`config.mk`:
```
export PLATFORM = sky130hd
export DESIGN_NAME = rea_cell
export DESIGN_NICKNAME = d
export VERILOG_FILES = /design/src/rea_pkg.sv /design/src/rea_cell.sv
export SDC_FILE = /design/constraint.sdc
export NUM_CORES = 1
export LEC_CHECK = 0
export ABC_AREA = 1
export BUFFER_PORTS_ARGS = -buffer_cell sky130_fd_sc_hd__buf_2
export CAP_MARGIN = 5
export CORE_MARGIN = 5
export CORE_UTILIZATION = 51
export DETAILED_ROUTE_END_ITERATION = 12
export PLACE_DENSITY = 0.82
export SLEW_MARGIN = 5
export SYNTH_ARGS = -nofsm -noshare
export SYNTH_HDL_FRONTEND = slang
export SYNTH_SLANG_ARGS = --single-unit
```
`constraint.sdc`:
```
create_clock -name clk -period 2.7 [get_ports clk]
set_input_delay 0.135 -clock clk [delete_from_list [all_inputs] [get_ports clk]]
set_output_delay 0.135 -clock clk [all_outputs]
set_load 0.01 [all_outputs]
```
`src/rea_pkg.sv`:
```
package rea_pkg;

  localparam logic [3:0] OP_ADD = 4'd0;
  localparam logic [3:0] OP_SUB = 4'd1;
  localparam logic [3:0] OP_OR = 4'd2;
  localparam logic [3:0] OP_XOR = 4'd3;
  localparam logic [3:0] OP_AND = 4'd4;
  localparam logic [3:0] OP_ORNOT = 4'd5;
  localparam logic [3:0] OP_SHL = 4'd6;
  localparam logic [3:0] OP_SHR = 4'd7;
  localparam logic [3:0] OP_MUL = 4'd8;
  localparam logic [3:0] OP_DIV = 4'd9;
  localparam logic [3:0] OP_MOD = 4'd10;

  localparam logic [2:0] CLASS_UNDEF = 3'd0;
  localparam logic [2:0] CLASS_ABS = 3'd1;
  localparam logic [2:0] CLASS_TEXT = 3'd2;
  localparam logic [2:0] CLASS_DATA = 3'd3;
  localparam logic [2:0] CLASS_BSS = 3'd4;
  localparam logic [2:0] CLASS_EXTERN = 3'd5;
  localparam logic [2:0] CLASS_ERROR = 3'd6;

  // final value select
  localparam logic [1:0] SEL_ACC = 2'd0;
  localparam logic [1:0] SEL_MUL = 2'd1;
  localparam logic [1:0] SEL_DIV = 2'd2;
  localparam logic [1:0] SEL_MOD = 2'd3;

  localparam logic REG_PASS_ONE = 1'b0;

  typedef struct packed {
    logic [3:0]         opcode;
    logic signed [31:0] left_value;
    logic signed [31:0] right_value;
    logic [2:0]         left_section;
    logic [2:0]         right_section;
    logic               left_external;
    logic               right_external;
    logic               left_forward;
    logic               right_forward;
    logic               left_integer_ok;
    logic               right_integer_ok;
    logic               locations_differ;
  } in_word_t;

  typedef struct packed {
    logic signed [31:0] result_value;
    logic [2:0]         result_class;
    logic               result_external;
    logic               result_forward;
    logic               take_right_name;
    logic               size_error;
    logic               divide_check;
    logic               relocation_error;
  } out_word_t;

  typedef struct packed {
    logic [1:0] sel;
    logic [2:0] cls;
    logic       ext;
    logic       fwd;
    logic       take;
    logic       size_err;
    logic       divchk;
    logic       relerr;
    logic       an;
    logic       bn;
  } meta_t;

  function automatic logic [2:0] operand_class(logic [2:0] sec, logic ext, logic fwd);
    logic [2:0] c;
    if (sec == CLASS_UNDEF && ext && !fwd) c = CLASS_EXTERN;
    else if (sec > CLASS_BSS) c = CLASS_EXTERN;
    else c = sec;
    return c;
  endfunction

  function automatic logic [2:0] add_class(logic [2:0] c1, logic [2:0] c2);
    logic [2:0] r;
    if (c1 == CLASS_UNDEF || c2 == CLASS_UNDEF) r = CLASS_UNDEF;
    else if (c1 == CLASS_ABS) r = c2;
    else if (c2 == CLASS_ABS) r = c1;
    else r = CLASS_ERROR;
    return r;
  endfunction

  function automatic logic [2:0] sub_class(logic [2:0] c1, logic [2:0] c2);
    logic [2:0] r;
    if (c1 == CLASS_UNDEF || c2 == CLASS_UNDEF) r = CLASS_UNDEF;
    else if (c2 == CLASS_ABS) r = c1;
    else if (c1 == c2 && c1 != CLASS_EXTERN && c1 != CLASS_ABS) r = CLASS_ABS;
    else r = CLASS_ERROR;
    return r;
  endfunction

  function automatic logic [2:0] other_class(logic [2:0] c1, logic [2:0] c2);
    logic [2:0] r;
    if (c1 == CLASS_UNDEF || c2 == CLASS_UNDEF) r = CLASS_UNDEF;
    else if (c1 == CLASS_ABS && c2 == CLASS_ABS) r = CLASS_ABS;
    else r = CLASS_ERROR;
    return r;
  endfunction

endpackage

```
`src/rea_cell.sv`:
```
module rea_cell
  import rea_pkg::*;
#(
  parameter int W = 32
) (
  input  logic         clk,
  input  logic         rst_n,
  input  logic         en,
  input  logic         vld_i,
  input  meta_t        meta_i,
  input  logic [W-1:0] acc_i,
  input  logic [W-1:0] mcand_i,
  input  logic [W-1:0] mplier_i,
  input  logic [W-1:0] dq_i,
  input  logic [W-1:0] rem_i,
  input  logic [W-1:0] mb_i,
  output logic         vld_o,
  output meta_t        meta_o,
  output logic [W-1:0] acc_o,
  output logic [W-1:0] mcand_o,
  output logic [W-1:0] mplier_o,
  output logic [W-1:0] dq_o,
  output logic [W-1:0] rem_o,
  output logic [W-1:0] mb_o
);

  logic [W:0] trial, diff;
  logic       fits;

  // one shift-add multiply step and one restoring divide step
  assign trial = {rem_i, dq_i[W-1]};
  assign diff  = trial - {1'b0, mb_i};
  assign fits  = !diff[W];

  always_ff @(posedge clk) begin
    if (!rst_n) begin
      vld_o <= 1'b0;
    end else if (en) begin
      vld_o <= vld_i;
    end
    if (en) begin
      meta_o   <= meta_i;
      acc_o    <= acc_i + (mplier_i[0] ? mcand_i : '0);
      mcand_o  <= mcand_i << 1;
      mplier_o <= mplier_i >> 1;
      dq_o     <= {dq_i[W-2:0], fits};
      rem_o    <= fits ? diff[W-1:0] : trial[W-1:0];
      mb_o     <= mb_i;
    end
  end

endmodule

```
Word-level counts from Yosys, hierarchy flattened:

Cells that the tools add are included.

* add/subtract/negate cells: 2
* multiplexer cells: 2
* reductions and logical operators: 1

Operators with widths (number)
* $mux 32: 2
* $sub 33x32->33: 1
* $add 32x32->32: 1
* $logic_not 1->1: 1

* bits in registers: 204
* bits of input ports: 209
* output and inout port bits: 206
* logic and storage cells: 22

Logic depth before layout (Yosys ltp):

* word-level depth: 2
* depth in mapped cells: 17
* gate-level depth less buffers: 16

Worst setup path after synthesis:

No wires, ideal clock.

* path kind: input to register
* start: in dq_i[31]
* end: reg rem_o[10], data pin
* setup time: 0.252 ns
* arrival time: 1.741 ns
* data required time: 2.448 ns
* slack: 0.707 ns
* cell stages on the path: 16
* buffers on the path: 1
* path through: inv_1 > ha_1 > fa_1 > inv_1 > nand2_1 > nand2_1 > nand3_1 > nand2_2 > nand2_1 > nand2_2 > nand2_2 > nand3_1 > nand2_4 > buf_4 > nand2_1 > nand2_1

* word-level cells in the longest chain between the ends: 2

RTL lines
* from (decl): line rea_cell.sv:14 `input logic [W-1:0] dq_i,`
* $sub 33x32->33: line rea_cell.sv:32 `assign diff = trial - {1'b0, mb_i};`
* $mux 32: line rea_cell.sv:47 `rem_o <= fits ? diff[W-1:0] : trial[W-1:0];`
* to (signal assigned): line rea_cell.sv:47
* to (decl): line rea_cell.sv:23 `output logic [W-1:0] rem_o,`

Every way passes these cells.
A chain may end at the register's enable or synchronous reset.

Worst setup path in the final report:

* start: in dq_i[31]
* end: reg rem_o[7], data pin

The elaborated chain is that of the path after synthesis.

==> results.yml <==
timing:
  setup_viol: 0
  fin_tns_setup_ns: 0
  timing.slew.headroom: 0.595
  clock.fmax_mhz: 402
  fin_crit_sh: 0.922
  skew_ns: 0
  worst_pin_slew_ns: 0.608
  min_period_ns: 2.49
  rsz0062_at_grt: "no"
  slew_viol_final: 0
  hold_viol: 0
drt:
  avgViaCountPerCell: 5.20
  drc: 0
  drtPass1Iterations: 7
  antenna_left: 0
  first_iter_violations: 901
  wirelength_um: 42200
  num_vias: 11500
  wl_per_cell_um: 19.0
critical_path:
  crit_fanout: 33
  crit_required_ns: 2.97
  path_delay_family: "simple AND/OR/NAND/NOR gates"
  crit_slowest_cell: "dlygate4sd3_1"
  end_kind: "register"
  cp.buffers_inverters: 4
  cp-start-kind: "input port"
  crit_chain: "dlygate4sd3_1 > buf_2 > inv_1 > ha_1 > fa_1 > inv_1 > nand2_1 > nand2_1 > nand3_1 > nand2_2 > nand2_1 > nand2_2 > nand2_2 > nand3_1 > nand2_4 > nand2_1 > nand2_1"
  worstPathArrival_ns: 2.76
  critPathMostFrequentCell: "nand2_1"
  critPathMaxStageDelay_ns: 0.53
  crit_type: "input port to register"
grt:
  track_usage: 0.319
  grt_max_degree: 67
  grt_overflow: 0
  grt_pass1_wl_um: 65200
  grt_pass1_vias: 11900
  grt_antenna_before_repair: 1
yosys:
  synth-xor-area-share: 0.0274
  synth_area_sq_um: 11500
  syn-instance-count: 1307
  yosys.area_share.simple: 0.233
  synthDistinctLibCells: 34
  postSynthAreaPerCell_sq_um: 8.79
  synthAdderAreaFrac: 0.0721
  yosysWarningCount: 0
  synth_compound_gate_area_share: 0.0533
  yosysSeqAreaShare: 0.532
  muxShareOfSynthArea: 0
  synth_top_family_by_area: "simple AND/OR/NAND/NOR gates"
  ys_seq_elements: 204
cts:
  htree_num_levels: 1
  cts.hold.buffers_added: 174
  cts.path.max_buffers: 3
  cts_tree: "done"
  cts_root_buf: "clkbuf_16"
  cts_sinks: 204
  path_clk_slew_ns: 0.06
  worstSkewPairLatency_ns: 0.52
  post_cts_buffers: 0
  cts_resized: 0
  cts_buffers: 23
power_and_ir_drop:
  p_per_area_nw_per_um2: 590
  leakage_nw: 8.53
  ir_drop_mv: 0.483
placed_design:
  dp_hpwl_um: 30700
  postPlaceCellArea_sq_um: 13900
  gp_congestion: 0.980
  io_buffers: 412
floorplan:
  row_count: 55
  ios: 415
  die_w_um: 160
  core_region_area_sq_um: 22400
  die_area_sq_um: 25600
  die_h_um: 160
  start_util: 0.512
flow_run:
  drv_cap: 0
run_status:
  outcome: "finished, final reports clean"
final_layout:
  final_design_area_no_fill_sq_um: 16500
  register_area_sq_um: 6120
  multi_input_area_sq_um: 4450
  syn2layout_area_growth_pct: 43.5
  drive_above_1_share: 0.249
  fillers: 1609
  nets: 2189
hold_path:
  holdCritPathClass: "input port to register"
-- cells in the mapped netlist --
cell type | number | area, sq um
xnor2_1 | 3 | 26.3
nand2_2 | 17 | 106
nand4_1 | 13 | 81.3
buf_6 | 4 | 45.0
ha_1 | 63 | 788
and2_1 | 4 | 25.0
buf_8 | 1 | 15.0
dfxtp_1 | 1 | 20.0
xor2_1 | 33 | 289
nand3b_1 | 5 | 37.5
nand2_4 | 2 | 22.5
o21a_1 | 4 | 30.0
o21ai_0 | 24 | 120
conb_1 | 1 | 3.75
or2_2 | 2 | 12.5
nor3_1 | 16 | 80.1
nand2_1 | 466 | 1750
nor2_1 | 70 | 263
a21oi_1 | 65 | 325
nand3_1 | 56 | 280
nor2_2 | 1 | 6.26
a21boi_0 | 1 | 7.51
buf_4 | 3 | 22.5
a21o_1 | 6 | 45.0
and3_1 | 1 | 6.26
o21bai_1 | 9 | 67.6
edfxtp_1 | 203 | 6100
fa_1 | 2 | 40.0
inv_1 | 222 | 833
or2_1 | 1 | 6.26
clkbuf_1 | 3 | 11.3
nor4_1 | 1 | 6.26
inv_2 | 2 | 7.51
a21oi_2 | 2 | 17.5
-- routing by layer --
layer / track usage / share of wire / up-vias
met3: 0.0643 / 0.076 / 101
met5: 0 / 0 / -
met4: 0.102 / 0.034 / 0
met2: 0.591 / 0.52 / 556
li1: - / - / 5456
met1: 0.369 / 0.37 / 5406
-- worst paths after layout --
check / endpoint / start / slack (ns) / cells past startpoint
setup / recovery: rem_o[7] / dq_i[31] / 0.21 / 17
hold / removal: acc_o[31] / acc_i[31] / 0.03 / 4
setup reg to reg: vld_o / vld_o / 1.44 / 3
hold reg to reg: vld_o / vld_o / 1.17 / 3
-- area by class of cell --
type,count,area share
multi-input cells,869,0.270
clock buffers,26,0.0356
diodes,1,0.000152
repair buffers,593,0.236
flip-flops and latches,204,0.371
clock inverters,15,0.0153
inverters,224,0.0510
well taps,285,0.0216
-- worst register-to-register path, stage by stage (launching register included) --
cell and delay (ns):
dfxtp_1 0.31, o21ai_0 0.18, a21oi_1 0.07, dlygate4sd3_1 0.58
-- state kept, by name, summed over array words and instances, names as in the netlist --
| name | count |
|---|---|
| acc_o | 32 |
| dq_o | 32 |
| mb_o | 32 |
| rem_o | 32 |
| mcand_o | 31 |
| mplier_o | 31 |
| meta_o | 13 |
| vld_o | 1 |
-- layout by cell type (no fill, tap or decap), drive strengths merged, types with 13 or more instances in the layout --
master       instances
nand2              485
buf                418
inv                225
edfxtp             203
dlygate4sd3        174
nor2                71
a21oi               67
ha                  63
nand3               56
xor2                33
clkbuf              27
o21ai               24
nor3                16
nand4               13
-- report_power, final --
part	internal (mW)	leakage [nW]	switching [mW]
clock network	2.16	0.405	1.37
registers	3.87	1.99	0.109
logic	0.874	6.13	1.35
total	6.91	8.53	2.82
-- cell families (layout without fill, tap and decap cells) --
kind of cell               Yosys count  count (layout)
AOI/OAI and AO/OA                  111             111
DFF                                204             204
adders and majority gates           65              65
xor gates and xnor gates            36              36
and+or+nand+nor                    655             655
buffers and inverters              235             858
other                                1               3
-- stage by stage --
| stage | hold slack, ns | std cells | setup WS, ns | power (mW) | utilization |
|---|---|---|---|---|---|
| finish | 0.0328 | 2217 | 0.210 | 9.73 | 0.735 |
| global route | 0.0410 | 2217 | 0.0458 | 10.1 | 0.735 |
| CTS | 0.0155 | 2216 | 0.255 | 9.69 | 0.735 |
| detailed placement | 0.313 | 2001 | 0.159 | 5.99 | 0.620 |
| global placement | 0.312 | 2001 | 0.218 | 5.95 | 0.620 |
| floorplan | 0.228 | 1308 | 0.707 | 5.12 | - |
Power figures use the tool's default switching activity.
