## src/rea_pkg.sv

```systemverilog
package rea_pkg;

  localparam logic [3:0] OP_ADD = 4'd0;
  localparam logic [3:0] OP_SUB = 4'd1;
  localparam logic [3:0] OP_OR = 4'd2;
  localparam logic [3:0] OP_XOR = 4'd3;
  localparam logic [3:0] OP_AND = 4'd4;
  localparam logic [3:0] OP_ORNOT = 4'd5;
  localparam logic [3:0] OP_SHL = 4'd6;
  localparam logic [3:0] OP_SHR = 4'd7;
  localparam logic [3:0] OP_MUL = 4'd8;
  localparam logic [3:0] OP_DIV = 4'd9;
  localparam logic [3:0] OP_MOD = 4'd10;

  localparam logic [2:0] CLASS_UNDEF = 3'd0;
  localparam logic [2:0] CLASS_ABS = 3'd1;
  localparam logic [2:0] CLASS_TEXT = 3'd2;
  localparam logic [2:0] CLASS_DATA = 3'd3;
  localparam logic [2:0] CLASS_BSS = 3'd4;
  localparam logic [2:0] CLASS_EXTERN = 3'd5;
  localparam logic [2:0] CLASS_ERROR = 3'd6;

  // final value select
  localparam logic [1:0] SEL_ACC = 2'd0;
  localparam logic [1:0] SEL_MUL = 2'd1;
  localparam logic [1:0] SEL_DIV = 2'd2;
  localparam logic [1:0] SEL_MOD = 2'd3;

  localparam logic REG_PASS_ONE = 1'b0;

  typedef struct packed {
    logic [3:0]         opcode;
    logic signed [31:0] left_value;
    logic signed [31:0] right_value;
    logic [2:0]         left_section;
    logic [2:0]         right_section;
    logic               left_external;
    logic               right_external;
    logic               left_forward;
    logic               right_forward;
    logic               left_integer_ok;
    logic               right_integer_ok;
    logic               locations_differ;
  } in_word_t;

  typedef struct packed {
    logic signed [31:0] result_value;
    logic [2:0]         result_class;
    logic               result_external;
    logic               result_forward;
    logic               take_right_name;
    logic               size_error;
    logic               divide_check;
    logic               relocation_error;
  } out_word_t;

  typedef struct packed {
    logic [1:0] sel;
    logic [2:0] cls;
    logic       ext;
    logic       fwd;
    logic       take;
    logic       size_err;
    logic       divchk;
    logic       relerr;
    logic       an;
    logic       bn;
  } meta_t;

  function automatic logic [2:0] operand_class(logic [2:0] sec, logic ext, logic fwd);
    logic [2:0] c;
    if (sec == CLASS_UNDEF && ext && !fwd) c = CLASS_EXTERN;
    else if (sec > CLASS_BSS) c = CLASS_EXTERN;
    else c = sec;
    return c;
  endfunction

  function automatic logic [2:0] add_class(logic [2:0] c1, logic [2:0] c2);
    logic [2:0] r;
    if (c1 == CLASS_UNDEF || c2 == CLASS_UNDEF) r = CLASS_UNDEF;
    else if (c1 == CLASS_ABS) r = c2;
    else if (c2 == CLASS_ABS) r = c1;
    else r = CLASS_ERROR;
    return r;
  endfunction

  function automatic logic [2:0] sub_class(logic [2:0] c1, logic [2:0] c2);
    logic [2:0] r;
    if (c1 == CLASS_UNDEF || c2 == CLASS_UNDEF) r = CLASS_UNDEF;
    else if (c2 == CLASS_ABS) r = c1;
    else if (c1 == c2 && c1 != CLASS_EXTERN && c1 != CLASS_ABS) r = CLASS_ABS;
    else r = CLASS_ERROR;
    return r;
  endfunction

  function automatic logic [2:0] other_class(logic [2:0] c1, logic [2:0] c2);
    logic [2:0] r;
    if (c1 == CLASS_UNDEF || c2 == CLASS_UNDEF) r = CLASS_UNDEF;
    else if (c1 == CLASS_ABS && c2 == CLASS_ABS) r = CLASS_ABS;
    else r = CLASS_ERROR;
    return r;
  endfunction

endpackage

```

## src/rea_front.sv

```systemverilog
module rea_front
  import rea_pkg::*;
#(
  parameter int W = 32
) (
  input  in_word_t       word,
  input  logic           pass_one,
  output meta_t          meta,
  output logic [W-1:0]   acc,
  output logic [W-1:0]   mcand,
  output logic [W-1:0]   mplier,
  output logic [W-1:0]   dq,
  output logic [W-1:0]   mb
);

  localparam int SW = $clog2(W);

  logic [W-1:0] a, b, simple_v;
  logic         an, bn, big, bzero;
  logic [2:0]   c1_raw, c1, c2, cls;
  logic [1:0]   sel;

  assign a  = W'(word.left_value);
  assign b  = W'(word.right_value);
  assign an = a[W-1];
  assign bn = b[W-1];
  assign big = bn || (b >= W'(W));
  assign bzero = (b == '0);

  assign c1_raw = operand_class(word.left_section, word.left_external, word.left_forward);

  always_comb begin
    c1 = c1_raw;
    c2 = operand_class(word.right_section, word.right_external, word.right_forward);
    if (pass_one && word.locations_differ && c1 == c2) begin
      c1 = CLASS_EXTERN;
      c2 = CLASS_EXTERN;
    end
  end

  always_comb begin
    simple_v = a;
    sel = SEL_ACC;
    cls = other_class(c1, c2);
    case (word.opcode)
      OP_ADD: begin
        simple_v = a + b;
        cls = add_class(c1, c2);
      end
      OP_SUB: begin
        simple_v = a - b;
        cls = sub_class(c1, c2);
      end
      OP_OR: simple_v = a | b;
      OP_XOR: simple_v = a ^ b;
      OP_AND: simple_v = a & b;
      OP_ORNOT: simple_v = a | ~b;
      OP_SHL: simple_v = big ? '0 : (a << b[SW-1:0]);
      OP_SHR: simple_v = big ? {W{an}} : W'($signed(a) >>> b[SW-1:0]);
      OP_MUL: sel = SEL_MUL;
      OP_DIV: if (!bzero) sel = SEL_DIV;
      OP_MOD: if (!bzero) sel = SEL_MOD;
      default: cls = CLASS_ERROR;
    endcase
  end

  always_comb begin
    meta = '0;
    meta.an = an;
    meta.bn = bn;
    acc = simple_v;
    mcand = a;
    mplier = '0;
    dq = an ? (~a + W'(1)) : a;
    mb = bn ? (~b + W'(1)) : b;
    if (!word.left_integer_ok || !word.right_integer_ok) begin
      meta.sel = SEL_ACC;
      meta.cls = c1_raw;
      meta.ext = word.left_external;
      meta.fwd = word.left_forward;
      meta.size_err = 1'b1;
      acc = a;
    end else begin
      meta.sel = sel;
      meta.cls = cls;
      meta.ext = word.left_external | word.right_external;
      meta.fwd = word.left_forward | word.right_forward;
      meta.take = (c2 == CLASS_EXTERN);
      meta.divchk = (word.opcode == OP_DIV || word.opcode == OP_MOD) && bzero;
      meta.relerr = (cls == CLASS_ERROR);
      if (sel == SEL_MUL) begin
        acc = '0;
        mplier = b;
      end
    end
  end

endmodule

```

## config.mk

```make
export PLATFORM = sky130hd
export DESIGN_NAME = rea_front
export DESIGN_NICKNAME = d
export VERILOG_FILES = /design/src/rea_pkg.sv /design/src/rea_front.sv
export SDC_FILE = /design/constraint.sdc
export NUM_CORES = 1
export LEC_CHECK = 0
export BUFFER_PORTS_ARGS = -buffer_cell sky130_fd_sc_hd__buf_2
export CORE_MARGIN = 2
export CORE_UTILIZATION = 25
export DETAILED_ROUTE_END_ITERATION = 16
export GPL_TIMING_DRIVEN = 0
export PLACE_DENSITY = 0.42
export SLEW_MARGIN = 20
export SYNTH_ARGS = -nofsm -noshare
export SYNTH_HDL_FRONTEND = slang
export SYNTH_SLANG_ARGS = --single-unit
```

## constraint.sdc

```tcl
create_clock -name vclk -period 11.3
set_input_delay 0.565 -clock vclk [all_inputs]
set_output_delay 0.565 -clock vclk [all_outputs]
set_load 0.01 [all_outputs]
```

After elaboration in Yosys (flattened, before gate mapping) --
Index checks and enable logic that the tools add are counted.
Word-level totals: memory bits (writable) 0, output and inout port bits 173, latch bits 0, bits in read-only memories 0, memories kept 0, logic and storage cells 92, bits in registers 0, bits of input ports 82
Operators by class: bitwise operators 8, multiply operators 0, shifts and indexed selects 2, $lt $le $gt $ge 3, div/mod/pow operators 0, reductions and logical operators 25, $add $sub $neg 4, equal/unequal tests 19, muxes and demuxes 31
Operators by type and width (count):
- 32-bit two-way mux | 8
- 32-bit one-hot mux with 8 select lines | 1
- 32-bit by 1-bit adder with 32-bit output (second input constant) | 2
- 32-bit inverter | 2
- 32-bit OR | 2
- 3-bit two-way mux | 14
- 32-bit adder | 1
- 32-bit AND | 1
- 32-bit by 6-bit greater-or-equal comparator with 1-bit output (second input constant) | 1
- 32-bit zero test | 1
- 32-bit by 5-bit << shifter with 32-bit output | 1
- 32-bit by 5-bit >>> shifter with 32-bit output | 1
- 32-bit subtractor | 1
- 32-bit XOR | 1
- 4-bit by 3-bit equality test with 1-bit output (second input constant) | 4
- 4-bit equality test (second input constant) | 3
- 3-bit zero test | 4
- 1-bit logical AND | 10
- 3-bit one-hot mux with 3 select lines | 1
- 9-bit OR reduction | 1
- 4-bit by 2-bit equality test with 1-bit output (second input constant) | 2
- 7-bit two-way mux | 1
- 3-bit by 1-bit equality test with 1-bit output (second input constant) | 2
- 3-bit equality test | 2
- 13 further kinds | 25

Logic depth before layout (Yosys ltp) --
word-level depth 16, depth in mapped cells 21, mapped depth without buffers 19

Worst setup path after synthesis --
No wires, ideal clock.
path kind in2out, start point input port word[13] (netlist name), end point output port acc[31], stages on the path 17, arrival 4938 ps, data required time 10735 ps, setup slack 5797 ps, path buffers 2, path through buf_2 buf_1 clkinv_1 ha_1 or3b_2 or3_1 or3_1 o31ai_1 xor2_1 ha_1 nand4_1 a2111oi_0 o211a_1 a21oi_1 o211ai_1 mux2i_1 o21ai_0
On the way: cells in the longest elaborated chain, start to end 6, elaborated cells between the ends (all ways) 16, classes of those cells 2 x add/sub; 1 x order compare; 1 x eq/ne; 2 x shift; 8 x mux; 2 x reduce/logical
Ends and longest elaborated chain:
- start: declaration | RTL line rea_front.sv:6 | input in_word_t word,
- 32-bit by 6-bit greater-or-equal comparator with 1-bit output or 32-bit zero test (tied branches) | RTL line rea_front.sv:27, rea_front.sv:28
- 1-bit logical OR, or another cell as far along | RTL line rea_front.sv:27 | assign big = bn || (b >= W'(W));
- 32-bit two-way mux, or another cell as far along | RTL line rea_front.sv:59 | OP_SHR: simple_v = big ? {W{an}} : W'($signed(a) >>> b[SW-1:0]);
- 32-bit one-hot mux with 8 select lines or 2-bit by 1-bit equality test with 1-bit output (tied branches) | RTL line rea_front.sv:45, rea_front.sv:91
- 32-bit two-way mux (*) | RTL line rea_front.sv:91 | if (sel == SEL_MUL) begin
- 32-bit two-way mux (*) | RTL line rea_front.sv:76 | if (!word.left_integer_ok || !word.right_integer_ok) begin
- end: declaration | RTL line rea_front.sv:9 | output logic [W-1:0] acc,
Mark *: on every way between the ends. The rest lies on a longest branch, timed or not.

Worst setup path after layout --
start point input port word[13] (netlist name), end point output port acc[30]
The elaborated chain is that of the path after synthesis.

==> summary.md <==
| Metric | Value |
|---|---|
| Starting Density | between 20% and 30% |
| Number of global-route vias before repair | 12300 |
| Die height | 205 um |
| Comb power frac | between 90% and 100% |
| Most common cell after layout, fill and taps aside | buf_2 |
| Distinct cells, synth | 83 |
| # port buffers | 252 |
| Final Power | 639 uW |
| Post-detail-place hpwl | 55400 um |
| Final ANT Viol Nets | 0 |
| Wire per inst | 29.6 um |
| Syn nets | around 1600 |
| Pre-antenna DRT Iters | 6 |
| Gate Count Post-Synth | 1490 |
| Final worst path period need | 7.79 ns |
| RSZ-0062 raised after global routing | false |
| Fraction of layout cells with a size suffix above 1 | a little under a quarter |
| P&R area growth vs syn | 19.1% |
| Seq_cells | 0 |
| Actual slew at the worst max-slew pin | 1.11 ns |
| Core box area | ~40000 um2 |
| DRC violations left | 0 |
| Die width | between 200 and 250 um |
| Finished Core Util | 30.2% |
| Slew HR | about a quarter |
| DP Area | around 12000 um2 |
| Synthesized area per cell | 6.79 um2 |
| Crit Path Class | in2out |
| Vias/cell | roughly 6.0 |
| Critical Path Start Type | input port |
| Most frequent cells in the layout | buf_2 (262), a21oi_1 (167), nor2_1 (156), clkbuf_1 (126), nand2_1 (120) |
| Postcts setup bufs | 0 |
| Multi-input logic area | between 9000 and 10000 um2 |
| Routability congestion estimate | 0.993 |
| Row count | 73 |
| Ant. Diodes | 0 |
| Clk_buf instances | 0 |
| Detailed Route WL | between 60000 and 70000 um |
| Nets@finish | 1894 |
| Final Instance Area | 12000 um2 |
| Status | complete, no violations |
| DR vias | 13500 |
| Die ar. | 42100 um2 |
| Setup TNS | 0 ns |
| GRT Residual Overflow | 0 |
| Required time of the critical path | 10.74 ns |
| Clk pwr share | 0% |
| Leak Pwr | around 5 nW |
| Pwr dens | 53.1 nW/um2 |
| Net Sw Frac | ~65% |
| Pin count of the biggest net entering global routing | 11 |
| Psw | 413 uW |
| Initial antenna violation count | 0 |
| Worst min-delay path class | in2out |
| Post_cts resized | 0 |
| Sequential share of the synthesized area | 0% |
| Hold Violations, Final | 0 |
| Endpoints failing setup | 0 |
| Max-slew violation count | 0 |
| I/O pin total | between 200 and 300 |
| # fillers | between 4000 and 5000 |
| VDD IR max | 22.7 uV |
| Yosys warning count | 0 |
| First-pass GRT wire length | 93500 um |
| Fmax | approximately 0.13 GHz |
| Synthesized cell area | 10100 um2 |
| Worst EP arrival | 7.23 ns |
| # hold bufs at CTS | 0 |
| Crit path max fanout | 10 |
| DR iter-0 viols | 1362 |
| Tot GR Track Use | 30.8% |
| Sequential Power Share | 0% |
| Final period util | 68.9% |
| FF+latch area | 0 um2 |
| Critical Path End Type | primary output |
| Int Pwr | 226 uW |
| Maxcap violations | 0 |
kinds of logic after synthesis:
kind of cell	share of synthesized area [%]
buffers and inverters	10.1
and+or+nand+nor	22.3
muxes	18.5
AOI/OAI and AO/OA	31.1
adders and majority gates	8.49
xor gates and xnor gates	9.44
critical path: stages:
cell       delay, ns
buf_2           0.13
buf_2           0.22
buf_1           0.44
clkinv_1        0.51
ha_1            0.28
or3b_2          0.54
nor3_1          0.47
nand3_1         0.28
nor3_1          0.60
nand3_1         0.38
nand2_1         0.17
xor2_1          0.08
ha_1            0.30
clkbuf_1        0.27
and4_1          0.37
o2111ai_1       0.14
a21oi_1         0.50
o21a_1          0.26
o211ai_1        0.12
a21o_1          0.19
a41o_1          0.24
buf_2           0.14
area by class of cell:
cell class	count	share of cell area, %
multi-input combinational	1262	75.5
timing repair buffer	252	10.5
buffer	196	7.53
tap	525	5.45
inverter	32	0.997
cell usage after synthesis, types with 10 or more instances:
master	number	area share (%)
nand2_1	120	4.5
buf_1	21	0.78
a221oi_1	22	1.9
a21oi_1	167	8.3
mux4_2	59	13
a31oi_1	11	0.68
a211oi_1	19	1.4
o21ai_0	118	5.8
nand3_1	12	0.59
ha_1	67	8.3
o211ai_1	31	2.3
buf_2	10	0.49
nor4_1	10	0.62
nor3_1	40	2.0
mux2_2	13	1.4
clkbuf_1	126	4.7
mux2i_1	40	4.0
buf_4	36	2.7
o22ai_1	14	0.87
a21o_1	14	1.0
xor2_1	29	2.5
xnor2_1	80	6.9
inv_1	28	1.0
o31ai_1	29	2.2
and3_1	32	2.0
nor2_1	156	5.8
nand2b_1	18	1.1
or3_1	23	1.4
o21ai_1	14	0.69
metrics by stage:
step                hold WS, ns  std cells  worst slack (ns)
global route               1.41       2267              3.14
finish                     1.40       2267              3.51
CTS                        1.40       2267              3.63
global placement           1.40       2267              3.67
detailed placement         1.40       2267              3.63
floorplan                  1.22       1490              5.80
routing by layer:
| layer | track usage (%) | vias up | share of wire (%) |
|---|---|---|---|
| met3 | 5.14 | 98 | 8.5 |
| met1 | 44.1 | 6674 | 45 |
| met5 | 0 | - | 0 |
| met2 | 48.4 | 700 | 44 |
| met4 | 6.50 | 0 | 2.6 |
| li1 | - | 6026 | - |
final timing paths:
check | slack (ns) | startpoint | to | cells after the start
max | 3.51 | word[13] | acc[30] | 22
min | 1.40 | word[4] | meta[6] | 3
power by group through the flow:
stage               registers (mW)  logic, mW  clock network, mW
floorplan                        0      0.378                  0
global placement                 0      0.627                  0
detailed placement               0      0.623                  0
CTS                              0      0.627                  0
global route                     0      0.681                  0
finish                           0      0.639                  0
Note: power is estimated with default switching activity, not from simulation.
